## src/rtl/bbc_pkg.sv

```systemverilog
// ----------------------------------------------------------------------------
// bbc_pkg
// Types and constants of the bracket balance checker: scan modes, status
// codes, character codes and the stack command and status words.
// ----------------------------------------------------------------------------
`default_nettype none

package bbc_pkg;

    localparam int MAX_NESTING = 32;
    localparam int DEPTH_W     = $clog2(MAX_NESTING + 1);
    localparam int STK_AW      = (MAX_NESTING > 1) ? $clog2(MAX_NESTING) : 1;

    typedef enum logic [2:0] {
        MODE_NORMAL     = 3'd0,
        MODE_SLASH      = 3'd1,
        MODE_LINE       = 3'd2,
        MODE_BLOCK      = 3'd3,
        MODE_BLOCK_STAR = 3'd4,
        MODE_QUOTE      = 3'd5,
        MODE_QUOTE_ESC  = 3'd6
    } t_scan_mode;

    typedef enum logic [2:0] {
        ST_OK             = 3'd0,
        ST_MISSING_CLOSER = 3'd1,
        ST_MISSING_QUOTE  = 3'd2,
        ST_UNEXPECTED     = 3'd3,
        ST_OPEN_COMMENT   = 3'd4,
        ST_OVERFLOW       = 3'd5
    } t_status;

    localparam logic [7:0] CH_NUL    = 8'h00;
    localparam logic [7:0] CH_NL     = 8'h0A;
    localparam logic [7:0] CH_DQUOTE = 8'h22;
    localparam logic [7:0] CH_HASH   = 8'h23;
    localparam logic [7:0] CH_SQUOTE = 8'h27;
    localparam logic [7:0] CH_LPAREN = 8'h28;
    localparam logic [7:0] CH_RPAREN = 8'h29;
    localparam logic [7:0] CH_STAR   = 8'h2A;
    localparam logic [7:0] CH_SLASH  = 8'h2F;
    localparam logic [7:0] CH_BSLASH = 8'h5C;
    localparam logic [7:0] CH_LBRACE = 8'h7B;
    localparam logic [7:0] CH_RBRACE = 8'h7D;

    typedef struct packed {
        logic clear;
        logic push;
        logic pop;
        logic paren;
    } t_stk_cmd;

    typedef struct packed {
        logic [DEPTH_W-1:0] depth;
        logic               top_paren;
    } t_stk_stat;

endpackage

`default_nettype wire

```

## src/rtl/bbc_stack.sv

```systemverilog
// ----------------------------------------------------------------------------
// bbc_stack
// Stack of expected closers. The top entry lives in a register; the entries
// below it live in a one-port-write, one-port-read synchronous memory.
// ----------------------------------------------------------------------------
`default_nettype none

module bbc_stack (
    input  logic               i_clk,
    input  logic               i_rst_n,
    input  bbc_pkg::t_stk_cmd  i_cmd,
    output bbc_pkg::t_stk_stat o_stat
);
    import bbc_pkg::*;

    logic               r_mem [MAX_NESTING];
    logic               r_rd;
    logic               r_fwd;
    logic               r_fwd_bit;
    logic [DEPTH_W-1:0] r_depth;
    logic               r_top;

    logic [DEPTH_W-1:0] n_depth;
    logic               n_top;
    logic [DEPTH_W-1:0] wr_full;
    logic [DEPTH_W-1:0] rd_full;
    logic [STK_AW-1:0]  wr_addr;
    logic [STK_AW-1:0]  rd_addr;
    logic               wr_en;
    logic               below;

    // The read always targets the entry just below the next top, so a pop in
    // the following cycle finds it waiting. A write to that same entry in this
    // cycle is forwarded around the memory.
    assign below   = r_fwd ? r_fwd_bit : r_rd;
    assign wr_en   = i_cmd.push && (r_depth != '0);
    assign wr_full = r_depth - DEPTH_W'(1);
    assign rd_full = n_depth - DEPTH_W'(2);
    assign wr_addr = wr_full[STK_AW-1:0];
    assign rd_addr = rd_full[STK_AW-1:0];

    always_comb begin
        n_depth = r_depth;
        n_top   = r_top;
        if (i_cmd.clear) begin
            n_depth = '0;
        end else if (i_cmd.push) begin
            n_depth = r_depth + DEPTH_W'(1);
            n_top   = i_cmd.paren;
        end else if (i_cmd.pop) begin
            n_depth = r_depth - DEPTH_W'(1);
            n_top   = below;
        end
    end

    always_ff @(posedge i_clk) begin
        if (wr_en) begin
            r_mem[wr_addr] <= r_top;
        end
        r_rd      <= r_mem[rd_addr];
        r_fwd_bit <= r_top;
        r_top     <= n_top;
    end

    always_ff @(posedge i_clk) begin
        if (!i_rst_n) begin
            r_depth <= '0;
            r_fwd   <= 1'b0;
        end else begin
            r_depth <= n_depth;
            r_fwd   <= wr_en && (wr_addr == rd_addr);
        end
    end

    assign o_stat.depth     = r_depth;
    assign o_stat.top_paren = r_top;

endmodule

`default_nettype wire

```

## src/rtl/code_bracket_balance_checker_top.sv

```systemverilog
// ----------------------------------------------------------------------------
// code_bracket_balance_checker_top
// Scans C source text a byte at a time and reports bracket nesting, quote
// and comment errors when the terminating zero byte arrives.
// ----------------------------------------------------------------------------
//  channel  | direction | handshake               | payload
//  ---------+-----------+-------------------------+------------------------------
//  in       | input     | i_in_valid / o_in_stall | i_text_byte
//  out      | output    | o_out_valid/i_out_stall | o_check_status, o_culprit_char
//
// One byte is taken per cycle while not stalled; the scan state and stack
// top update in the cycle of acceptance, and the stack memory read for a
// later pop is issued in the same cycle. A result follows in the cycle after
// its zero byte. Input stalls only while a result waits on a stalled output.
// Reset is synchronous and active low; the stack needs no clearing pass.
// ----------------------------------------------------------------------------
`default_nettype none

module code_bracket_balance_checker_top (
    input  logic       i_clk,
    input  logic       i_rst_n,
    input  logic       i_in_valid,
    output logic       o_in_stall,
    input  logic [7:0] i_text_byte,
    output logic       o_out_valid,
    input  logic       i_out_stall,
    output logic [2:0] o_check_status,
    output logic [7:0] o_culprit_char
);
    import bbc_pkg::*;

    t_scan_mode r_mode;
    t_scan_mode n_mode;
    logic       r_quote_dq;
    logic       n_quote_dq;
    t_status    r_err_status;
    t_status    n_err_status;
    logic [7:0] r_err_char;
    logic [7:0] n_err_char;
    logic       r_out_valid;
    logic       n_out_valid;
    logic [2:0] r_status;
    logic [2:0] n_status;
    logic [7:0] r_culprit;
    logic [7:0] n_culprit;

    t_stk_cmd   stk_cmd;
    t_stk_stat  stk_stat;

    logic       accept;
    logic       acc_end;
    logic       live;
    logic       as_code;
    logic       stk_full;
    logic       top_is_paren;
    logic [7:0] quote_char;
    logic [7:0] b;

    function automatic t_scan_mode code_mode(input logic [7:0] ch);
        t_scan_mode m;
        m = MODE_NORMAL;
        if (ch == CH_SLASH) begin
            m = MODE_SLASH;
        end else if (ch == CH_HASH) begin
            m = MODE_LINE;
        end else if (ch == CH_DQUOTE || ch == CH_SQUOTE) begin
            m = MODE_QUOTE;
        end
        return m;
    endfunction

    assign b            = i_text_byte;
    assign o_in_stall   = r_out_valid && i_out_stall;
    assign accept       = i_in_valid && !o_in_stall;
    assign acc_end      = accept && (b == CH_NUL);
    assign live         = accept && (b != CH_NUL) && (r_err_status == ST_OK);
    assign stk_full     = stk_stat.depth >= DEPTH_W'(MAX_NESTING);
    assign top_is_paren = (stk_stat.depth != '0) && stk_stat.top_paren;
    assign quote_char   = r_quote_dq ? CH_DQUOTE : CH_SQUOTE;

    // A slash that does not open a comment lets the following byte be code.
    assign as_code = (r_mode == MODE_NORMAL) ||
                     ((r_mode == MODE_SLASH) && (b != CH_SLASH) && (b != CH_STAR));

    // Next scan mode.
    always_comb begin
        n_mode     = r_mode;
        n_quote_dq = r_quote_dq;
        if (acc_end) begin
            n_mode     = MODE_NORMAL;
            n_quote_dq = 1'b0;
        end else if (live) begin
            unique case (r_mode)
                MODE_NORMAL: begin
                    n_mode = code_mode(b);
                end
                MODE_SLASH: begin
                    if (b == CH_SLASH) begin
                        n_mode = MODE_LINE;
                    end else if (b == CH_STAR) begin
                        n_mode = MODE_BLOCK;
                    end else begin
                        n_mode = code_mode(b);
                    end
                end
                MODE_LINE: begin
                    if (b == CH_NL) begin
                        n_mode = MODE_NORMAL;
                    end
                end
                MODE_BLOCK: begin
                    if (b == CH_STAR) begin
                        n_mode = MODE_BLOCK_STAR;
                    end
                end
                MODE_BLOCK_STAR: begin
                    if (b == CH_SLASH) begin
                        n_mode = MODE_NORMAL;
                    end else if (b != CH_STAR) begin
                        n_mode = MODE_BLOCK;
                    end
                end
                MODE_QUOTE: begin
                    if (b == CH_BSLASH) begin
                        n_mode = MODE_QUOTE_ESC;
                    end else if (b == quote_char) begin
                        n_mode = MODE_NORMAL;
                    end
                end
                MODE_QUOTE_ESC: begin
                    n_mode = MODE_QUOTE;
                end
                default: begin
                    n_mode = MODE_NORMAL;
                end
            endcase
            if (as_code && (b == CH_DQUOTE || b == CH_SQUOTE)) begin
                n_quote_dq = (b == CH_DQUOTE);
            end
        end
    end

    // Stack commands and error capture.
    always_comb begin
        stk_cmd       = '0;
        stk_cmd.clear = acc_end;
        n_err_status  = r_err_status;
        n_err_char    = r_err_char;
        if (acc_end) begin
            n_err_status = ST_OK;
            n_err_char   = CH_NUL;
        end else if (live && as_code) begin
            priority if (b == CH_LBRACE) begin
                if (top_is_paren) begin
                    n_err_status = ST_UNEXPECTED;
                    n_err_char   = b;
                end else if (stk_full) begin
                    n_err_status = ST_OVERFLOW;
                    n_err_char   = b;
                end else begin
                    stk_cmd.push  = 1'b1;
                    stk_cmd.paren = 1'b0;
                end
            end else if (b == CH_LPAREN) begin
                if (stk_full) begin
                    n_err_status = ST_OVERFLOW;
                    n_err_char   = b;
                end else begin
                    stk_cmd.push  = 1'b1;
                    stk_cmd.paren = 1'b1;
                end
            end else if (b == CH_RBRACE || b == CH_RPAREN) begin
                if ((stk_stat.depth != '0) && (stk_stat.top_paren == (b == CH_RPAREN))) begin
                    stk_cmd.pop = 1'b1;
                end else begin
                    n_err_status = ST_UNEXPECTED;
                    n_err_char   = b;
                end
            end else begin
                n_err_status = r_err_status;
            end
        end
    end

    // Result for the zero byte.
    always_comb begin
        n_status  = r_status;
        n_culprit = r_culprit;
        if (acc_end) begin
            if (r_err_status != ST_OK) begin
                n_status  = r_err_status;
                n_culprit = r_err_char;
            end else if (r_mode == MODE_BLOCK || r_mode == MODE_BLOCK_STAR) begin
                n_status  = ST_OPEN_COMMENT;
                n_culprit = CH_SLASH;
            end else if (r_mode == MODE_QUOTE || r_mode == MODE_QUOTE_ESC) begin
                n_status  = ST_MISSING_QUOTE;
                n_culprit = quote_char;
            end else if (stk_stat.depth != '0) begin
                n_status  = ST_MISSING_CLOSER;
                n_culprit = stk_stat.top_paren ? CH_RPAREN : CH_RBRACE;
            end else begin
                n_status  = ST_OK;
                n_culprit = CH_NUL;
            end
        end
    end

    assign n_out_valid = acc_end || (r_out_valid && i_out_stall);

    always_ff @(posedge i_clk) begin
        if (!i_rst_n) begin
            r_mode       <= MODE_NORMAL;
            r_quote_dq   <= 1'b0;
            r_err_status <= ST_OK;
            r_err_char   <= CH_NUL;
            r_out_valid  <= 1'b0;
        end else begin
            r_mode       <= n_mode;
            r_quote_dq   <= n_quote_dq;
            r_err_status <= n_err_status;
            r_err_char   <= n_err_char;
            r_out_valid  <= n_out_valid;
        end
    end

    always_ff @(posedge i_clk) begin
        r_status  <= n_status;
        r_culprit <= n_culprit;
    end

    bbc_stack u_stack (
        .i_clk   (i_clk),
        .i_rst_n (i_rst_n),
        .i_cmd   (stk_cmd),
        .o_stat  (stk_stat)
    );

    assign o_out_valid    = r_out_valid;
    assign o_check_status = r_status;
    assign o_culprit_char = r_culprit;

endmodule

`default_nettype wire

```

## config.mk

```make
export PLATFORM = sky130hd
export DESIGN_NAME = code_bracket_balance_checker_top
export DESIGN_NICKNAME = d
export VERILOG_FILES = /design/src/rtl/bbc_pkg.sv /design/src/rtl/bbc_stack.sv /design/src/rtl/code_bracket_balance_checker_top.sv
export SDC_FILE = /design/constraint.sdc
export NUM_CORES = 1
export LEC_CHECK = 0
export BUFFER_PORTS_ARGS = -buffer_cell sky130_fd_sc_hd__buf_2
export CORE_ASPECT_RATIO = 1.25
export CORE_MARGIN = 5
export CORE_UTILIZATION = 60
export DETAILED_ROUTE_END_ITERATION = 10
export PLACE_DENSITY = 0.76
export SLEW_MARGIN = 5
export SYNTH_ARGS = -nofsm -noshare
export SYNTH_HDL_FRONTEND = slang
export SYNTH_HIERARCHICAL = 1
export SYNTH_SLANG_ARGS = --single-unit
export TNS_END_PERCENT = 5
```

## constraint.sdc

```tcl
create_clock -name i_clk -period 9.56 [get_ports i_clk]
set_clock_uncertainty 0.05 [all_clocks]
set_input_delay 0.956 -clock i_clk [delete_from_list [all_inputs] [get_ports i_clk]]
set_output_delay 0.956 -clock i_clk [all_outputs]
set_load 0.05 [all_outputs]
```

After elaboration in Yosys (flattened, before gate mapping)

Memories as Yosys holds them, arrays and structs flattened. A register that Yosys moved wholly into a read port is not among the register bits.
Index checks and enable logic that the tools add are counted.

Memories kept: 1
Logic and storage cells: 131
Bits in latches: 0
Bits in read-only memories: 0
Bits in writable memories: 32
Bits in registers: 36
Input port bits: 12
Output and inout port bits: 13

Memory list:

| name          | depth | bits a word | rd ports | clocked after memory_dff | wr ports | RTL line        | RTL |
|---|---|---|---|---|---|---|---|
| u_stack.r_mem | 32    | 1           | 1        | 1                        | 1        | bbc_stack.sv:16 | `logic r_mem [MAX_NESTING];` |

$lt $le $gt $ge: 1
Mux-type cells: 53
Bitwise logic cells: 2
Multiply operators: 0
Add/sub/neg operators: 3
Equality and inequality tests: 27
Shift operators: 0
Div/mod/pow operators: 0
Reduce and logical (&&, ||, !) cells: 33

Operator list:

| operator                                                              | number |
|---|---|
| 3-bit 2-to-1 mux                                                      | 22 |
| 8-bit by 6-bit equality test with 1-bit output, second input constant | 7 |
| 8-bit 2-to-1 mux                                                      | 7 |
| 7-bit 2-to-1 mux                                                      | 4 |
| 8-bit by 7-bit equality test with 1-bit output, second input constant | 3 |
| 3-bit case mux with 7 select lines                                    | 1 |
| 6-bit 2-to-1 mux                                                      | 3 |
| 8-bit by 6-bit != test with 1-bit output, second input constant       | 2 |
| 1-bit 2-to-1 mux                                                      | 15 |
| 1-bit logical AND                                                     | 13 |
| 3-bit equality test, second input constant                            | 3 |
| 3-bit != test, second input constant                                  | 3 |
| 8-bit by 4-bit equality test with 1-bit output, second input constant | 1 |
| 8-bit by 6-bit equality test with 1-bit output                        | 1 |
| 8-bit logical NOT                                                     | 1 |
| 8-bit nonzero test                                                    | 1 |
| 6-bit by 1-bit adder with 6-bit output, second input constant         | 1 |
| 3-bit by 2-bit equality test with 1-bit output, second input constant | 2 |
| 6-bit >= comparator, second input constant                            | 1 |
| 3-bit logical NOT                                                     | 2 |
| 1-bit logical OR                                                      | 6 |
| 3-bit nonzero test                                                    | 2 |
| 6-bit nonzero test                                                    | 1 |
| 6-bit by 1-bit subtractor with 6-bit output, second input constant    | 1 |
| 13 further kinds                                                      | 16 |

Longest topological paths before layout

Depth after elaboration: 15
Mapped depth: 14
Gate-level depth less buffers: 12

By module

The synthesis kept the hierarchy.

Modules (own cells, without submodules):

| module                           | times used | sequential area each (um2) | cells an instance | area each (um2) |
|---|---|---|---|---|
| bbc_stack                        | 1          | 1171.1                     | 200               | 2289.7 |
| code_bracket_balance_checker_top | 1          | 650.6                      | 214               | 1879.3 |

Worst setup path before layout

OpenSTA, ideal clock, no wires.

Path type: in2reg
Start: input port i_text_byte[4]
End: register u_stack.r_rd, read port of u_stack.r_mem
Path slack: 4.608 ns
Data arrival time: 4.768 ns
Required time: 9.376 ns
Cell stages on the path: 13
Setup time: 0.134 ns
Cells stage by stage: or4b_1 -> clkbuf_1 -> a211oi_1 -> o2bb2ai_2 -> buf_2 -> nor4b_1 -> nor2b_2 -> a21oi_1 -> xnor2_1 -> or2_1 -> ha_1 -> mux2_2 -> mux4_2

RTL lines:

| element     | RTL line                               | RTL |
|---|---|---|
| from (decl) | code_bracket_balance_checker_top.sv:24 | `input logic [7:0] i_text_byte,` |
| to (decl)   | bbc_stack.sv:17                        | `logic r_rd;` |

==> summary.md <==
| Metric | Value |
|---|---|
| Pin count of the biggest net entering global routing | `25` |
| P&R area growth vs syn | `7.38%` |
| Number of synthesized flops with an enable pin | `44` |
| Nets | `roughly 450` |
| Hpwl dp | `7050 um` |
| Final worst slack | `roughly 4.2 ns` |
| Clock power frac | `a little under two fifths` |
| DRT iter0 DRCs | `281` |
| Hold Fails Final Rpt | `0` |
| RD Place Congestion | `0.909` |
| Routed vias | `roughly 3400` |
| Worst min path class | `reg -> reg` |
| Post-DRT Antenna Nets | `0` |
| Clk root buf | `clkbuf_8` |
| Rows | `34` |
| Fraction of layout cells with a size suffix above 1 | `a little under a fifth` |
| Synth Flop Type | `edfxtp_1` |
| Fmax | `0.186 GHz` |
| Die Ht | `103 um` |
| Max-cap check violation count | `0` |
| Layout fillers | `~550` |
| Core area | `roughly 6800 um^2` |
| Num ports | `25` |
| Worst-Skew Late Latency | `about 0.34 ns` |
| Die footprint | `8730 um^2` |
| Pwr Total | `about 0.55 mW` |
| Register area share after synthesis | `a little over two fifths` |
| VDD IR max | `between 60 and 70 uV` |
| First-pass GRT wire length | `15600 um` |
| Final Critical Period | `~5.4 ns` |
| CTS max path bufs | `2` |
| First-pass iteration count of the detailed router | `5` |
| RSZ-0062 raised after global routing | `false` |
| Clock tree from TritonCTS | `done` |
| CP required | `~9.7 ns` |
| Final core utilization | `between 60% and 70%` |
| RR Startpoint | `u_stack/r_depth[4]` |
| Status | `finished clean` |
| Ys async rst share | `0%` |
| Fin. max-slew vios | `0` |
| Net Switching | `0.136 mW` |
| Sw Ratio | `around a quarter` |
| Die Wd | `approximately 85 um` |
| Yosys cell types | `about 80` |
| Most frequent cells in the layout | `55 x nor2_1, 44 x edfxtp_1, 32 x nand2_1, 25 x dfxtp_1, 24 x buf_2` |
| Worst relative slew slack | `19.4%` |
| Remaining DRCs | `0` |
| Combinational share of power | `between 5 and 6%` |
| Register clock-pin slew on the reported worst setup and hold paths | `around 0.08 ns` |
| Sequential share of power | `57.0%` |
| Critical Path AT | `approximately 5.5 ns` |
| Final setup fails | `0` |
| P_leak | `1.66 nW` |
| Hold_sp | `r_err_char[7]` |
| Setup CP Type | `in -> reg` |
| IO buf count | `24` |
| Final worst-path cycle share | `a little under three fifths` |
| Wire length per cell | `18.5 um` |
| CTS sink count | `69` |
| Dpl ws | `around 4 ns` |
| Initial Util | `around three fifths` |
| GR Overflow Total | `0` |
| Crit path launch type | `input pin` |
| Synth warnings | `6` |
| Drt total wl | `9720 um` |
| Critical Path Fanout Max | `16` |
| Syn_nets | `between 400 and 500` |
| Cell Int Power | `0.417 mW` |
| Via density per instance | `~6.4` |
| Setup TNS | `0 ns` |
| Hold_buf cts | `0` |
| Pwr Density | `~120 nW/um^2` |
| CTS buffer count | `9` |
| Worst-Margin Slew | `~1.2 ns` |
| Setup Buffers After CTS | `0` |
| Diodes inserted | `0` |
| Synthesized area | `between 4000 and 5000 um^2` |
| CTS resizes | `0` |
| Initial antenna violation count | `0` |
| Vias in the first global route | `approximately 3300` |
| Overall routing resource usage | `between 20 and 25%` |
| CP endpoint kind | `register` |
| Flops & latches, synth | `about 70` |
| H-tree Lvls | `3` |
| Crit path from | `i_text_byte[4]` |
| Most common cell after layout, fill and taps aside | `nor2_1` |
| Syn avg cell area | `slightly above 10 um^2` |
| Synthesized instance count | `roughly 410` |
## worst max-delay path, cell delays in order
cell and delay [ns]:
buf_2 0.16, or4b_1 0.68, a211oi_1 0.32, o2bb2ai_2 0.27
nor4b_1 0.92, o21a_1 0.21, or3_1 0.67, mux2_2 0.41
mux4_2 0.47, mux4_2 0.46
## cell type report
class                   count  area (um^2)  area share (%)
flip-flops and latches     69         1820            40.7
multi-input cells         311         2180            48.6
clock inverters             7         51.3            1.15
inverters                  13         48.8            1.09
repair buffers             27          143            3.19
well taps                  90          113            2.52
clock buffers               9          124            2.77
## kinds of logic after synthesis
| kind of cell | Yosys count | synth area share [%] |
|---|---|---|
| simple gates | 182 | 23.9 |
| flops | 69 | 43.7 |
| compound gates | 80 | 15.3 |
| mux | 26 | 7.62 |
| xor+xnor | 17 | 3.57 |
| buf+inv | 34 | 4.11 |
| fa+ha+maj | 6 | 1.80 |
## layer usage
layer	up-vias	GRT usage (%)	wire [um]
li1	1588	-	-
met1	1644	25.2	3700
met2	127	42.3	5150
met3	27	3.88	446
met4	0	13.6	425
met5	-	0	0
## stage by stage
| step | std cells | instance area, um^2 | hold slack, ns |
|---|---|---|---|
| final | 526 | 4480 | 0.393 |
| after global routing | 526 | 4480 | 0.440 |
| after CTS | 526 | 4480 | 0.396 |
| after detailed placement | 510 | 4300 | 0.368 |
| after global placement | 510 | 4300 | 0.362 |
| after floorplan | 414 | 4170 | 0.355 |
## state kept, by name, indices dropped and copies added, names as in the netlist, 3 cells and up
| name | flops |
|---|---|
| u_stack/r_mem | 32 |
| o_culprit_char | 8 |
| r_err_char | 8 |
| u_stack/r_depth | 6 |
| o_check_status | 3 |
| r_err_status | 3 |
| r_mode | 3 |
## Yosys cell counts (all sizes together) (3+ instances only)
| cell | number | share of area, % |
|---|---|---|
| nor2 | 57 | 5.3 |
| edfxtp | 44 | 32 |
| nand2 | 32 | 2.9 |
| dfxtp | 25 | 12 |
| nor3 | 18 | 2.3 |
| a21oi | 14 | 1.7 |
| inv | 13 | 1.2 |
| mux2i | 13 | 3.1 |
| buf | 11 | 2.0 |
| clkbuf | 10 | 0.90 |
| mux2 | 10 | 2.9 |
| o21ai | 10 | 1.2 |
| xor2 | 9 | 1.9 |
| xnor2 | 8 | 1.7 |
| nand2b | 7 | 1.1 |
| nand3 | 7 | 0.84 |
| nand4 | 7 | 1.1 |
| a31oi | 6 | 1.3 |
| and2 | 6 | 0.90 |
| ha | 6 | 1.8 |
| nor4b | 6 | 1.4 |
| o21a | 6 | 1.1 |
| or3 | 6 | 1.0 |
| a211oi | 5 | 1.1 |
| a21o | 5 | 0.90 |
| nor2b | 5 | 0.81 |
| o41ai | 5 | 1.1 |
| a32o | 4 | 1.0 |
| and3 | 4 | 0.63 |
| nor4 | 4 | 0.60 |
| nor4bb | 4 | 0.96 |
| or4 | 4 | 0.93 |
| a31o | 3 | 0.63 |
| mux4 | 3 | 1.6 |
| or2 | 3 | 0.45 |
## power by group through the flow
stage / Sequential [mW] / Clock, mW / Combinational, mW
floorplan: 0.321 / 0 / 0.0197
global placement: 0.322 / 0 / 0.0273
detailed placement: 0.322 / 0 / 0.0277
CTS: 0.315 / 0.214 / 0.0278
global route: 0.315 / 0.230 / 0.0308
finish: 0.315 / 0.210 / 0.0283
## final timing paths
kind | endpoint | slack, ns | cells after the start
min | r_err_char[7] | 0.39 | 2
max reg2reg | u_stack/r_rd | 4.66 | 9
max | u_stack/r_rd | 4.19 | 10
min reg2reg | r_err_char[7] | 0.39 | 2
No activity file was read; power rests on OpenSTA's default activity.
